$ cat src/patb_pkg.sv
package patb_pkg;

  localparam int unsigned SlotsDefault    = 16;
  localparam int unsigned TimeBitsDefault = 24;

  localparam int unsigned KindW  = 3;
  localparam int unsigned StepW  = 16;
  localparam int unsigned StampW = 32;
  localparam int unsigned GroupW = 8;
  localparam int unsigned SlotW  = 4;
  localparam int unsigned FieldW = 24;
  localparam int unsigned EventW = 3;

  localparam logic [KindW-1:0] KindTick      = 3'd0;
  localparam logic [KindW-1:0] KindStart     = 3'd1;
  localparam logic [KindW-1:0] KindCancelGrp = 3'd2;
  localparam logic [KindW-1:0] KindCancelOne = 3'd3;
  localparam logic [KindW-1:0] KindCancelAll = 3'd4;
  localparam logic [KindW-1:0] KindNop       = 3'd7;

  localparam logic [EventW-1:0] EvNone      = 3'd0;
  localparam logic [EventW-1:0] EvStarted   = 3'd1;
  localparam logic [EventW-1:0] EvFull      = 3'd2;
  localparam logic [EventW-1:0] EvTick      = 3'd3;
  localparam logic [EventW-1:0] EvAlarm     = 3'd4;
  localparam logic [EventW-1:0] EvCancelled = 3'd5;

  localparam logic [1:0] ReactContinue = 2'd0;
  localparam logic [1:0] ReactStop     = 2'd1;
  localparam logic [1:0] ReactStopTick = 2'd2;
  localparam logic [1:0] ReactRestart  = 2'd3;

  // One classified command, handed from the front end to the sweep engine.
  typedef struct packed {
    logic [KindW-1:0]  kind;
    logic [StepW-1:0]  step;
    logic [GroupW-1:0] group;
    logic [SlotW-1:0]  slot;
    logic [FieldW-1:0] tick_period;
    logic [FieldW-1:0] alarm_period;
    logic              tick_enable;
    logic              alarm_enable;
    logic [1:0]        tick_reaction;
    logic              alarm_restart;
  } cmd_t;

  typedef struct packed {
    logic [EventW-1:0] event_res;
    logic [SlotW-1:0]  event_slot;
    logic [FieldW-1:0] elapsed_alarm;
    logic [FieldW-1:0] alarm_length;
    logic              last;
  } res_t;

endpackage

$ cat src/patb_front.sv
module patb_front (
  input  logic                        clk_i,
  input  logic                        rst_ni,
  input  logic                        push_i,
  output logic                        full_o,
  input  logic [patb_pkg::KindW-1:0]  kind_i,
  input  logic [patb_pkg::StampW-1:0] stamp_i,
  input  patb_pkg::cmd_t              cmd_i,
  input  logic                        any_live_i,
  output logic                        q_valid_o,
  output patb_pkg::cmd_t              q_cmd_o,
  input  logic                        q_take_i
);

  // Two-entry queue between the front end and the sweep engine.
  patb_pkg::cmd_t mem_q [2];
  logic           wr_q, wr_d, rd_q, rd_d;
  logic [1:0]     cnt_q, cnt_d;
  logic [patb_pkg::StampW-1:0] stamp_q, stamp_d;
  logic           seen_q, seen_d;
  logic           acc, ign;
  patb_pkg::cmd_t cmd_w;

  assign full_o    = (cnt_q == 2'd2);
  assign acc       = push_i && !full_o;
  assign q_valid_o = (cnt_q != 2'd0);
  assign q_cmd_o   = mem_q[rd_q];

  // The stamp filter only sees live state while the queue is empty, so ticks
  // stall until the engine has drained everything ahead of them.
  always_comb begin
    ign     = 1'b0;
    stamp_d = stamp_q;
    seen_d  = seen_q;
    if (acc && kind_i == patb_pkg::KindTick) begin
      if (!any_live_i || (seen_q && stamp_i == stamp_q)) begin
        ign = 1'b1;
      end else begin
        stamp_d = stamp_i;
        seen_d  = 1'b1;
      end
    end
  end

  // A tick that must be ignored is queued as an unknown kind.
  always_comb begin
    cmd_w = cmd_i;
    if (ign) cmd_w.kind = patb_pkg::KindNop;
  end

  always_comb begin
    wr_d  = wr_q;
    rd_d  = rd_q;
    cnt_d = cnt_q;
    if (acc) wr_d = ~wr_q;
    if (q_take_i) rd_d = ~rd_q;
    cnt_d = cnt_q + {1'b0, acc} - {1'b0, q_take_i};
  end

  always_ff @(posedge clk_i or negedge rst_ni) begin
    if (!rst_ni) begin
      wr_q    <= 1'b0;
      rd_q    <= 1'b0;
      cnt_q   <= 2'd0;
      stamp_q <= '0;
      seen_q  <= 1'b0;
    end else begin
      wr_q    <= wr_d;
      rd_q    <= rd_d;
      cnt_q   <= cnt_d;
      stamp_q <= stamp_d;
      seen_q  <= seen_d;
    end
  end

  always_ff @(posedge clk_i) begin
    if (acc) begin
      mem_q[wr_q] <= cmd_w;
    end
  end

endmodule

$ cat src/patb_engine.sv
module patb_engine #(
  parameter int unsigned SLOTS     = patb_pkg::SlotsDefault,
  parameter int unsigned TIME_BITS = patb_pkg::TimeBitsDefault
) (
  input  logic           clk_i,
  input  logic           rst_ni,
  input  logic           q_valid_i,
  input  patb_pkg::cmd_t q_cmd_i,
  output logic           q_take_o,
  output logic           idle_o,
  output logic           any_live_o,
  output logic           res_valid_o,
  output patb_pkg::res_t res_o,
  input  logic           res_take_i
);

  localparam int unsigned IW   = $clog2(SLOTS);
  localparam int unsigned CntW = (TIME_BITS > patb_pkg::StepW) ? TIME_BITS : patb_pkg::StepW;
  localparam int unsigned LW   = CntW + 1;
  localparam int unsigned CW   = (TIME_BITS < patb_pkg::FieldW) ? TIME_BITS : patb_pkg::FieldW;
  localparam logic signed [LW:0] ECap = (LW+1)'({CW{1'b1}});

  localparam logic [1:0] StIdle  = 2'd0;
  localparam logic [1:0] StSweep = 2'd1;
  localparam logic [1:0] StAlarm = 2'd2;
  localparam logic [1:0] StFlush = 2'd3;

  logic [SLOTS-1:0] live_q, ton_q, aon_q, arm_q;
  logic signed [LW-1:0] tleft_q [SLOTS];
  logic signed [LW-1:0] aleft_q [SLOTS];
  logic [TIME_BITS-1:0] trel_q [SLOTS];
  logic [TIME_BITS-1:0] arel_q [SLOTS];
  logic [patb_pkg::GroupW-1:0] grp_q [SLOTS];
  logic [1:0] tact_q [SLOTS];
  logic       aact_q [SLOTS];

  logic [1:0]    st_q;
  logic [IW-1:0] idx_q;
  patb_pkg::cmd_t cmd_q;
  logic          pend_q;     // result register holds an unsent item
  patb_pkg::res_t out_q;
  // The latest sweep event is held back until it is known whether it is the final one.
  logic          hold_v_q;
  patb_pkg::res_t hold_q;

  assign any_live_o  = |live_q;
  assign idle_o      = (st_q == StIdle) && !pend_q;
  assign res_valid_o = pend_q;
  assign res_o       = out_q;

  logic free_out;
  assign free_out = !pend_q || res_take_i;

  // Lowest free slot.
  logic [IW-1:0] fidx;
  logic          fok;
  always_comb begin
    fidx = '0;
    fok  = 1'b0;
    for (int k = SLOTS - 1; k >= 0; k--) begin
      if (!live_q[k]) begin
        fidx = IW'(k);
        fok  = 1'b1;
      end
    end
  end

  logic signed [LW-1:0] step_s, tnew, anew;
  logic [IW-1:0] ix;
  assign ix     = idx_q;
  assign step_s = LW'(cmd_q.step);
  assign tnew   = tleft_q[ix] - step_s;
  assign anew   = aleft_q[ix] - step_s;

  logic signed [LW:0] ediff, adiff;
  logic [patb_pkg::FieldW-1:0] elap, aelap;
  always_comb begin
    ediff = $signed((LW+1)'(arel_q[ix])) - (LW+1)'(aleft_q[ix]);
    if (!aon_q[ix] || ediff[LW]) elap = '0;
    else elap = patb_pkg::FieldW'(ediff[TIME_BITS-1:0]);
  end

  // Elapsed alarm time after this step, clamped to the output range.
  always_comb begin
    adiff = $signed((LW+1)'(arel_q[ix])) - (LW+1)'(anew);
    if (adiff[LW]) aelap = '0;
    else if (adiff > ECap) aelap = patb_pkg::FieldW'({CW{1'b1}});
    else aelap = patb_pkg::FieldW'(adiff[CW-1:0]);
  end

  logic last_ix;
  assign last_ix = (idx_q == IW'(SLOTS - 1));

  always_ff @(posedge clk_i or negedge rst_ni) begin
    if (!rst_ni) begin
      live_q    <= '0;
      ton_q     <= '0;
      aon_q     <= '0;
      arm_q     <= '0;
      st_q      <= StIdle;
      idx_q     <= '0;
      pend_q    <= 1'b0;
      hold_v_q  <= 1'b0;
    end else begin
      if (res_take_i) pend_q <= 1'b0;
      case (st_q)
        StIdle: begin
          if (q_valid_i && free_out) begin
            cmd_q     <= q_cmd_i;
            idx_q     <= '0;
            case (q_cmd_i.kind)
              patb_pkg::KindStart: begin
                pend_q <= 1'b1;
                if (fok) begin
                  live_q[fidx] <= 1'b1;
                  grp_q[fidx]  <= q_cmd_i.group;
                  trel_q[fidx] <= TIME_BITS'(q_cmd_i.tick_period);
                  arel_q[fidx] <= TIME_BITS'(q_cmd_i.alarm_period);
                  tleft_q[fidx] <= LW'(TIME_BITS'(q_cmd_i.tick_period));
                  aleft_q[fidx] <= LW'(TIME_BITS'(q_cmd_i.alarm_period));
                  arm_q[fidx]  <= q_cmd_i.tick_enable;
                  ton_q[fidx]  <= q_cmd_i.tick_enable;
                  aon_q[fidx]  <= q_cmd_i.alarm_enable;
                  tact_q[fidx] <= q_cmd_i.tick_reaction;
                  aact_q[fidx] <= q_cmd_i.alarm_restart;
                  out_q <= '{patb_pkg::EvStarted, patb_pkg::SlotW'(fidx), '0, '0, 1'b1};
                end else begin
                  out_q <= '{patb_pkg::EvFull, '0, '0, '0, 1'b1};
                end
              end
              patb_pkg::KindCancelOne: begin
                pend_q <= 1'b1;
                if (32'(q_cmd_i.slot) < SLOTS && live_q[IW'(q_cmd_i.slot)]) begin
                  live_q[IW'(q_cmd_i.slot)] <= 1'b0;
                  ton_q[IW'(q_cmd_i.slot)]  <= 1'b0;
                  aon_q[IW'(q_cmd_i.slot)]  <= 1'b0;
                  out_q <= '{patb_pkg::EvCancelled, q_cmd_i.slot, '0, '0, 1'b1};
                end else begin
                  out_q <= '{patb_pkg::EvNone, '0, '0, '0, 1'b1};
                end
              end
              patb_pkg::KindTick, patb_pkg::KindCancelGrp,
              patb_pkg::KindCancelAll: st_q <= StSweep;
              default: begin
                pend_q <= 1'b1;
                out_q  <= '{patb_pkg::EvNone, '0, '0, '0, 1'b1};
              end
            endcase
          end
        end
        StSweep: begin
          if (free_out) begin
            if (cmd_q.kind != patb_pkg::KindTick) begin
              if (live_q[ix] && (cmd_q.kind == patb_pkg::KindCancelAll ||
                                 grp_q[ix] == cmd_q.group)) begin
                live_q[ix] <= 1'b0;
                ton_q[ix]  <= 1'b0;
                aon_q[ix]  <= 1'b0;
                if (hold_v_q) begin
                  pend_q <= 1'b1;
                  out_q  <= hold_q;
                end
                hold_q   <= '{patb_pkg::EvCancelled, patb_pkg::SlotW'(ix), '0, '0, 1'b0};
                hold_v_q <= 1'b1;
              end
              if (last_ix) st_q <= StFlush;
              idx_q <= idx_q + 1'b1;
            end else if (live_q[ix] && ton_q[ix]) begin
              st_q <= StAlarm;
              if (tnew <= 0) begin
                if (hold_v_q) begin
                  pend_q <= 1'b1;
                  out_q  <= hold_q;
                end
                hold_q <= '{patb_pkg::EvTick, patb_pkg::SlotW'(ix), elap,
                            patb_pkg::FieldW'(arel_q[ix]), 1'b0};
                hold_v_q <= 1'b1;
                case (tact_q[ix])
                  patb_pkg::ReactContinue: tleft_q[ix] <= LW'(trel_q[ix]);
                  patb_pkg::ReactStop: begin
                    tleft_q[ix] <= tnew;
                    live_q[ix]  <= 1'b0;
                    ton_q[ix]   <= 1'b0;
                    aon_q[ix]   <= 1'b0;
                  end
                  patb_pkg::ReactStopTick: begin
                    tleft_q[ix] <= tnew;
                    ton_q[ix]   <= 1'b0;
                  end
                  default: begin
                    tleft_q[ix] <= LW'(trel_q[ix]);
                    aleft_q[ix] <= LW'(arel_q[ix]);
                    ton_q[ix]   <= arm_q[ix];
                  end
                endcase
              end else begin
                tleft_q[ix] <= tnew;
              end
            end else begin
              st_q <= StAlarm;
            end
          end
        end
        StFlush: begin
          if (free_out) begin
            pend_q   <= 1'b1;
            out_q    <= hold_v_q ? '{hold_q.event_res, hold_q.event_slot,
                                     hold_q.elapsed_alarm, hold_q.alarm_length, 1'b1}
                                 : '{patb_pkg::EvNone, '0, '0, '0, 1'b1};
            hold_v_q <= 1'b0;
            st_q     <= StIdle;
          end
        end
        default: begin // StAlarm
          if (free_out) begin
            if (live_q[ix] && aon_q[ix]) begin
              if (anew <= 0) begin
                if (hold_v_q) begin
                  pend_q <= 1'b1;
                  out_q  <= hold_q;
                end
                hold_q <= '{patb_pkg::EvAlarm, patb_pkg::SlotW'(ix), aelap,
                            patb_pkg::FieldW'(arel_q[ix]), 1'b0};
                hold_v_q <= 1'b1;
                if (aact_q[ix]) begin
                  tleft_q[ix] <= LW'(trel_q[ix]);
                  aleft_q[ix] <= LW'(arel_q[ix]);
                  ton_q[ix]   <= arm_q[ix];
                end else begin
                  aleft_q[ix] <= anew;
                  live_q[ix]  <= 1'b0;
                  ton_q[ix]   <= 1'b0;
                  aon_q[ix]   <= 1'b0;
                end
              end else begin
                aleft_q[ix] <= anew;
              end
            end
            idx_q <= idx_q + 1'b1;
            st_q  <= last_ix ? StFlush : StSweep;
          end
        end
      endcase
    end
  end

  assign q_take_o = (st_q == StIdle) && q_valid_i && free_out;

endmodule

$ cat src/periodic_alarm_timer_bank_top.sv
// Bank of timer slots with periodic ticks and one-shot alarms.
// Items enter through push/full; results leave through empty/pop,
// the oldest result on the result ports while empty is low.
// A start, cancel-slot or unknown item gives one result, set up when the engine
// takes the item from the queue. Tick, cancel-group and cancel-all items sweep
// the slots: a tick visits each slot in a tick state and then an alarm state,
// a cancel visits each slot once, and a closing flush state ends the sweep; a
// sweep waits whenever the result register holds an unpopped result.
// Each slot may emit a tick and an alarm; a sweep event leaves the engine
// when the next one is found or when the sweep closes.
// The final result of an item has last_o set; an item causing no event gives
// one result with event_res_o zero.
// A two-entry queue sits between the input front end and the sweep engine.
// A tick is only taken once the queue is empty, the engine is idle and no
// result is waiting, so items are handled one after another.
// When pop is held low the engine waits on its result register and the
// queue fills, after which full rises.
// Reset frees every slot and forgets the last tick stamp; no clearing pass.
module periodic_alarm_timer_bank_top #(
  parameter int unsigned SLOTS     = patb_pkg::SlotsDefault,
  parameter int unsigned TIME_BITS = patb_pkg::TimeBitsDefault
) (
  input  logic        clk_i,
  input  logic        rst_ni,
  input  logic        push,
  output logic        full,
  input  logic [2:0]  kind_i,
  input  logic [15:0] elapsed_step_i,
  input  logic [31:0] stamp_i,
  input  logic [7:0]  group_i,
  input  logic [3:0]  slot_i,
  input  logic [23:0] tick_period_i,
  input  logic [23:0] alarm_period_i,
  input  logic        tick_enable_i,
  input  logic        alarm_enable_i,
  input  logic [1:0]  tick_reaction_i,
  input  logic        alarm_restart_i,
  output logic        empty,
  input  logic        pop,
  output logic [2:0]  event_res_o,
  output logic [3:0]  event_slot_o,
  output logic [23:0] elapsed_alarm_o,
  output logic [23:0] alarm_length_o,
  output logic        last_o
);

  patb_pkg::cmd_t cmd_in, q_cmd;
  patb_pkg::res_t res;
  logic q_valid, q_take, idle, any_live, res_valid, fe_full;

  assign cmd_in = '{kind_i, elapsed_step_i, group_i, slot_i, tick_period_i,
                    alarm_period_i, tick_enable_i, alarm_enable_i,
                    tick_reaction_i, alarm_restart_i};

  // Ticks wait until the engine is idle so that the live view is current.
  logic tick_block;
  assign tick_block = (kind_i == patb_pkg::KindTick) && (q_valid || !idle);
  assign full = fe_full || tick_block;

  patb_front u_front (
    .clk_i      (clk_i),
    .rst_ni     (rst_ni),
    .push_i     (push && !tick_block),
    .full_o     (fe_full),
    .kind_i     (kind_i),
    .stamp_i    (stamp_i),
    .cmd_i      (cmd_in),
    .any_live_i (any_live),
    .q_valid_o  (q_valid),
    .q_cmd_o    (q_cmd),
    .q_take_i   (q_take)
  );

  patb_engine #(.SLOTS(SLOTS), .TIME_BITS(TIME_BITS)) u_engine (
    .clk_i       (clk_i),
    .rst_ni      (rst_ni),
    .q_valid_i   (q_valid),
    .q_cmd_i     (q_cmd),
    .q_take_o    (q_take),
    .idle_o      (idle),
    .any_live_o  (any_live),
    .res_valid_o (res_valid),
    .res_o       (res),
    .res_take_i  (pop && res_valid)
  );

  assign empty           = !res_valid;
  assign event_res_o     = res.event_res;
  assign event_slot_o    = res.event_slot;
  assign elapsed_alarm_o = res.elapsed_alarm;
  assign alarm_length_o  = res.alarm_length;
  assign last_o          = res.last;

endmodule

$ cat config.mk
export PLATFORM = sky130hd
export DESIGN_NAME = periodic_alarm_timer_bank_top
export DESIGN_NICKNAME = d
export VERILOG_FILES = /design/src/patb_pkg.sv /design/src/patb_front.sv /design/src/patb_engine.sv /design/src/periodic_alarm_timer_bank_top.sv
export SDC_FILE = /design/constraint.sdc
export NUM_CORES = 2
export LEC_CHECK = 0
export BUFFER_PORTS_ARGS = -buffer_cell sky130_fd_sc_hd__buf_2
export CELL_PAD_IN_SITES_DETAIL_PLACEMENT = 1
export CELL_PAD_IN_SITES_GLOBAL_PLACEMENT = 1
export CORE_MARGIN = 2
export CORE_UTILIZATION = 30
export CTS_BUF_LIST = sky130_fd_sc_hd__clkbuf_8
export DETAILED_ROUTE_END_ITERATION = 8
export GPL_TIMING_DRIVEN = 0
export PLACE_DENSITY = 0.53
export SYNTH_ARGS = -nofsm -noshare
export SYNTH_HDL_FRONTEND = slang
export SYNTH_HIERARCHICAL = 1
export SYNTH_SLANG_ARGS = --single-unit
$ cat constraint.sdc
create_clock -name clk_i -period 20.7 [get_ports clk_i]
set_input_delay 4.14 -clock clk_i [delete_from_list [all_inputs] [get_ports clk_i]]
set_output_delay 4.14 -clock clk_i [all_outputs]
set_load 0.1 [all_outputs]
# Word-level counts from Yosys, hierarchy flattened
# Memories as Yosys holds them, arrays and structs flattened.
# Cells that the tools add are included.
totals:
  ram_bits: 1912
  reg_bits: 248
  output_inout_bits: 58
  n_memories: 8
  in_bits: 120
classes:
  eq_ne: 29
  order_cmp: 9
  add_sub_neg: 7
  n_bitwise: 23
  reduce_logical: 70
  muxes: 238
memory_table:
  columns: ["name", "words", "width", "read_ports", "rd_clocked_by_memory_dff", "write_ports", "line_no", "source"]
  rows:
  - ["u_engine.aleft_q", 16, 25, 1, 0, 1, "patb_engine.sv:30", "logic signed [LW-1:0] aleft_q [SLOTS];"]
  - ["u_engine.tleft_q", 16, 25, 1, 0, 1, "patb_engine.sv:29", "logic signed [LW-1:0] tleft_q [SLOTS];"]
  - ["u_engine.arel_q", 16, 24, 1, 0, 1, "patb_engine.sv:32", "logic [TIME_BITS-1:0] arel_q [SLOTS];"]
  - ["u_engine.trel_q", 16, 24, 1, 0, 1, "patb_engine.sv:31", "logic [TIME_BITS-1:0] trel_q [SLOTS];"]
  - ["u_front.mem_q", 2, 84, 1, 0, 1, "patb_front.sv:16", "patb_pkg::cmd_t mem_q [2];"]
  - ["u_engine.grp_q", 16, 8, 1, 0, 1, "patb_engine.sv:33", "logic [patb_pkg::GroupW-1:0] grp_q [SLOTS];"]
  - ["+2 memories", null, null, null, null, null, null, null]
ops:
  columns: ["operator", "n"]
  rows:
  - ["2-to-1 mux 56 bit", 21]
  - ["2-to-1 mux 16 bit", 38]
  - ["one-hot mux 56 bit (3 select lines)", 2]
  - ["2-to-1 mux 25 bit", 10]
  - ["one-hot mux 16 bit (3 select lines)", 3]
  - ["one-hot mux 16 bit (2 select lines)", 4]
  - ["one-hot mux 56 bit (2 select lines)", 1]
  - ["2-to-1 mux 1 bit", 108]
  - ["AND 16 bit", 6]
  - ["2-to-1 mux 4 bit", 22]
  - ["2-to-1 mux 24 bit", 3]
  - ["bitwise mux 16 bit", 4]
  - ["2-to-1 mux 55 bit", 1]
  - ["subtractor 25 x 25 -> 26 bit", 2]
  - ["<= comparator 25 x 1 -> 1 bit (second input constant)", 2]
  - ["OR reduction 25 bit", 2]
  - ["subtractor 25 x 17 -> 25 bit", 2]
  - ["equality test 32 bit", 1]
  - ["NOT 16 bit", 2]
  - ["greater-than comparator 26 x 25 -> 1 bit (second input constant)", 1]
  - ["logical AND 1 bit", 25]
  - ["binary-select mux 1 bit (select 4 bit)", 5]
  - ["2-to-1 mux 2 bit", 8]
  - ["bitwise OR 16 bit", 1]
  - ["other kinds (44)", 102]

# Depth between registers and ports, before layout
depth:
  depth_word: 25
  ltp_mapped: 35
  depth_no_buf: 24

# Cells and area by module
# The synthesis kept the hierarchy.
by_module_without_submodules:
  columns: ["module", "n_inst", "area_each_um2", "cells_each"]
  rows:
  - ["patb_engine", 1, 82574.2, 4486]
  - ["patb_front", 1, 8001.4, 403]
  - ["periodic_alarm_timer_bank_top", 1, 47.5, 6]

# Worst setup path before layout
# OpenSTA, ideal clock, no wires.
synth_timing:
  path_kind: "input port to flip-flop"
  start: "input port pop"
  end: "memory u_engine.aact_q[11] (enable)"
  n_path_buf: 0
  arrival_ps: 11397
  required_time_ps: 20079
  setup_ps: 621
  setup_slack_ps: 8682
  cell_stages: 6
  path_cell_list: "and2_1 -> nor2b_1 -> nor2_1 -> and2_1 -> nand2_1 -> nor4_1"
synth_via:
  elab_chain_cells: 7
synth_rtl:
  columns: ["element", "line_no", "source"]
  rows:
  - ["start: declaration", "periodic_alarm_timer_bank_top.sv:39", "input logic pop,"]
  - ["logical AND 1 bit", "periodic_alarm_timer_bank_top.sv:84", ".res_take_i (pop && res_valid)"]
  - ["logical OR 1 bit", "patb_engine.sv:52", "assign free_out = !pend_q || res_take_i;"]
  - ["logical AND 1 bit", "patb_engine.sv:108", "if (q_valid_i && free_out) begin"]
  - ["2-to-1 mux 1 bit", "patb_engine.sv:108", null]
  - ["2-to-1 mux 1 bit", "patb_engine.sv:106", "case (st_q)"]
  - ["logical AND 1 bit (not written as such)", "patb_engine.sv:125", "aact_q[fidx] <= q_cmd_i.alarm_restart;"]
  - ["2-to-1 mux 1 bit (not written as such)", "patb_engine.sv:125", null]
  - ["end: declaration", "patb_engine.sv:35", "logic aact_q [SLOTS];"]
# Every way passes these cells.

# Worst setup path after layout
layout_timing:
  start: "register u_engine.idx_q[1]"
  end: "memory u_engine/aleft_q[11][11] in the netlist's numbering (data pin)"
layout_via:
  elab_chain_cells: 16
layout_rtl:
  columns: ["element", "line_no", "source"]
  rows:
  - ["start: declaration", "patb_engine.sv:38", "logic [IW-1:0] idx_q;"]
  - ["start signal: assignment", "patb_engine.sv:167", "idx_q <= idx_q + 1'b1;"]
  - ["start signal: assignment", "patb_engine.sv:239", "idx_q <= idx_q + 1'b1;"]
  - ["branches (longest 15 deep; another with memory (16 x 25 bit))", null, null]
  - ["2-to-1 mux 25 bit (no source line) (*)", null, null]
  - ["end: declaration", "patb_engine.sv:30", null]
# Every way passes the cells marked *. The select of a mux whose other input is x is not followed.

==> results.py <==
metrics = {
    "run_status": {
        "status": "complete, no violations",
    },
    "routing": {
        "drt_first_pass_iters": 6,
        "routed_wl_mm": 309,
        "wl_per_cell_um": 31.4,
        "ant_nets": 0,
        "dr.first_iter.drc_count": 5123,
        "drc_errors": 0,
        "num_vias": 51865,
        "vias_per_cell": 5.27,
    },
    "setup_path": {
        "r2r_slack_ns": 5.95,
        "end_kind": "flop",
        "cp.required_ns": 21.25,
        "path_class": "reg -> reg",
        "reg2reg_from": "u_engine/idx_q[1]",
        "critPathLaunch": "u_engine/idx_q[1]",
        "crit_end": "u_engine/aleft_q[11][11]",
        "reg2regPathDepth": 25,
        "timing.rr.end": "u_engine/aleft_q[11][11]",
        "critPathArrivalTime_ns": 15.30,
        "cp-start-kind": "flop",
        "crit_fanout": 16,
    },
    "global_route": {
        "gr-total-overflow": 0,
        "track_usage_pct": 19.8,
        "grt_pass1_vias": 53820,
        "grt_pass1_wl_mm": 429,
        "antenna_found_initial": 24,
        "grt_max_degree": 79,
    },
    "timing": {
        "timing.hold.ws_ns": 0.439,
        "period_needed_ns": 14.75,
        "tightest_slew_ns": 1.41,
        "finalSetupViolations": 0,
        "maxSlewViolCount": 0,
        "hold_violations": 0,
        "finalCritPeriodShare_pct": 71.3,
        "maxSlewHeadroom_pct": 5.13,
        "fmax_mhz": 67.8,
        "rsz0062_at_grt": "no",
        "fin_skew_ns": 0.107,
        "tns_ns": 0,
    },
    "synth": {
        "ys_seq_elements": 2159,
        "synthFlopType": "edfxtp_1",
        "syn_area_mm2": 0.0906,
        "synth_edf_count": 2050,
        "ys_types": 96,
        "ys.warnings.count": 6,
        "synth-seq-area-share_pct": 70.9,
        "syn_avg_cell_area_um2": 18.5,
        "synth_nets": 5115,
        "synthArstFlopShare_pct": 5.05,
        "synth_cells": 4895,
    },
    "place": {
        "gp_congestion": 0.949,
        "place_inst": 9181,
        "numPortBuffers": 177,
        "place_area_mm2": 0.0997,
        "hpwl_mm": 221,
    },
    "clock_network": {
        "clock_path_buffers": 4,
        "cts_tree": "done",
        "cts_sinks": 2159,
        "holdBufCountCts": 0,
        "cts-root-buf": "clkbuf_8",
        "post_cts_buffers": 0,
        "clk_pin_slew_ns": 0.06,
        "numCtsBuffers": 372,
        "clk_latency_ns": 1.02,
        "htree_levels": 5,
        "post_cts_resized": 0,
    },
    "run": {
        "max-cap-violations": 0,
    },
    "layout": {
        "multi_input_area_mm2": 0.0253,
        "syn_to_final_growth_pct": 17.3,
        "final_core_util_pct": 35.4,
        "fill_cells": 30249,
        "fin_nets": 5820,
        "final_cells": 9835,
        "fin_area_mm2": 0.106,
        "regArea_mm2": 0.0643,
        "drive_above_1_share_pct": 27.0,
    },
    "power_and_ir_drop": {
        "p_leak_uw": 0.0350,
        "p_sw_uw": 6910,
        "vdd_drop_max_v": 0.0000940,
        "powerDensity_mw_per_mm2": 159,
        "switching_share_pct": 40.9,
        "clockPowerShare_pct": 21.0,
        "internal-power_uw": 9970,
        "combPwrFrac_pct": 45.7,
        "seqPwrFrac_pct": 33.2,
    },
    "die": {
        "num_rows": 201,
        "die_x_um": 554,
        "ioPinCount": 178,
        "initial_core_util_pct": 30.2,
        "die-area_mm2": 0.306,
        "die_height_um": 554,
        "core_area_mm2": 0.300,
    },
    "min_path": {
        "min_from": "u_engine/idx_q[3]",
        "holdCritPathClass": "reg -> reg",
    },
}
## power groups by stage
stage / logic [uW] / clock network, uW / registers [uW]
2_1_floorplan: 4620 / 0 / 5880
3_3_place_gp: 7480 / 0 / 5740
3_5_place_dp: 7700 / 0 / 5700
4_1_cts: 7730 / 3650 / 5610
5_1_grt: 8250 / 3830 / 5630
6_report: 7720 / 3550 / 5610
## kinds of logic (layout without fill, tap and decap cells)
logic type | count (synthesis) | count (layout) | share of synthesized area [%]
DFF | 2159 | 2159 | 70.9
and+or+nand+nor | 752 | 752 | 4.07
muxes | 733 | 733 | 15.8
AOI/OAI and AO/OA | 656 | 656 | 4.79
buffers and inverters | 368 | 1345 | 1.78
xor gates and xnor gates | 127 | 127 | 1.23
adders and majority gates | 100 | 100 | 1.41
other | 0 | 5 | 0
## cells in the mapped netlist (all sizes together), types with 16 or more instances
master	instances	area (um2)
o22ai	29	181
and3	17	106
a21oi	98	494
mux2	126	1530
buf	116	663
nor4	26	175
inv	127	477
edfxtp	2050	61600
nand4	18	113
a32oi	18	158
xor2	67	587
a211oi	28	215
nor3	26	130
mux4	533	12000
xnor2	60	526
a22o	16	140
ha	96	1200
dfrtp	109	2730
nand3	82	410
nand2	208	781
and2	100	626
o21ai	222	1110
mux2i	74	741
clkbuf	124	465
nor2	172	646
a21o	34	255
nor2b	39	251
o2bb2ai	17	149
a31oi	17	106
or3	18	123
a22oi	25	188
## placed cells by master (no fill, tap or decap), types with 29 or more instances in the layout
| cell type | Yosys | final |
|---|---|---|
| nor2_1 | 172 | 157 |
| xor2_1 | 67 | 67 |
| nor2b_1 | 38 | 38 |
| and2_1 | 99 | 98 |
| buf_1 | 55 | 49 |
| buf_2 | 32 | 218 |
| clkinv_2 | 0 | 30 |
| clkbuf_8 | 0 | 375 |
| dfrtp_1 | 109 | 109 |
| a21oi_1 | 97 | 97 |
| nand3_1 | 82 | 82 |
| mux2_2 | 97 | 97 |
| buf_6 | 9 | 29 |
| o22ai_1 | 29 | 29 |
| buf_4 | 16 | 44 |
| mux2_4 | 29 | 29 |
| mux2i_1 | 74 | 72 |
| inv_1 | 125 | 241 |
| o21ai_0 | 210 | 162 |
| ha_1 | 96 | 96 |
| xnor2_1 | 60 | 60 |
| edfxtp_1 | 2050 | 2050 |
| o21ai_4 | 0 | 29 |
| a21o_1 | 34 | 34 |
| o21ai_1 | 12 | 31 |
| clkbuf_1 | 124 | 116 |
| buf_12 | 3 | 76 |
| mux4_2 | 525 | 525 |
| clkinv_1 | 1 | 97 |
| nand2_1 | 208 | 208 |
## worst max-delay path: stages, from the launching register on
cell	delay (ns)
dfrtp_1	0.69
buf_6	0.27
buf_4	0.25
buf_4	0.32
clkbuf_1	0.89
buf_2	0.58
buf_1	0.87
clkbuf_1	0.93
buf_1	1.10
clkbuf_1	0.82
mux4_2	0.41
mux4_2	0.53
ha_1	0.29
nor2b_1	0.16
o31ai_1	0.39
a21o_1	0.25
a31oi_1	0.28
a2111oi_0	0.82
xor2_1	0.32
nor2_1	0.40
nand2_1	0.22
o21ai_1	0.35
a21o_1	0.46
clkbuf_1	0.92
nor2_1	0.59
nor2_1	1.07
## worst min-delay path by stage
stage                          end  cells after the start
6_report       u_engine/hold_q[52]                      0
4_1_cts        u_engine/hold_q[52]                      0
2_1_floorplan  u_engine/hold_q[52]                      0
5_1_grt        u_engine/hold_q[52]                      0
3_5_place_dp        u_front/seen_q                      1
3_3_place_gp        u_front/seen_q                      1
## final cells by class
class                      instances  area share [%]
inverter                         128           0.454
antenna                            5          0.0118
sequential                      2159            60.5
buffer                           240            1.08
timing repair buffer             331            3.37
multi-input combinational       2368            23.8
clock inverter                   271            1.32
tap                             3958            4.66
clock buffer                     375            4.85
## registers in the layout, summed over array words and instances (netlist names), 55 cells and up
name	count
u_engine/aleft_q	400
u_engine/arel_q	384
u_engine/grp_q	128
u_engine/hold_q	55
u_engine/res_o	56
u_engine/tleft_q	400
u_engine/trel_q	384
u_front/mem_q	168
## metal layers
metal / wire, um / up-vias / GRT usage (%)
met4: 8090 / 8 / 5.35
met2: 146000 / 1741 / 32.1
met1: 138000 / 28321 / 28.0
li1: - / 21350 / -
met3: 16500 / 445 / 2.72
met5: 47 / - / 0
## stage by stage
| step | power (uW) | worst slack [ns] |
|---|---|---|
| after global placement | 13200 | -7.04 |
| final | 16900 | 5.95 |
| after CTS | 17000 | 6.07 |
| after floorplan | 10500 | 8.68 |
| after global routing | 17700 | 5.60 |
| after detailed placement | 13400 | 6.22 |
(Power assumes the default switching activity.)
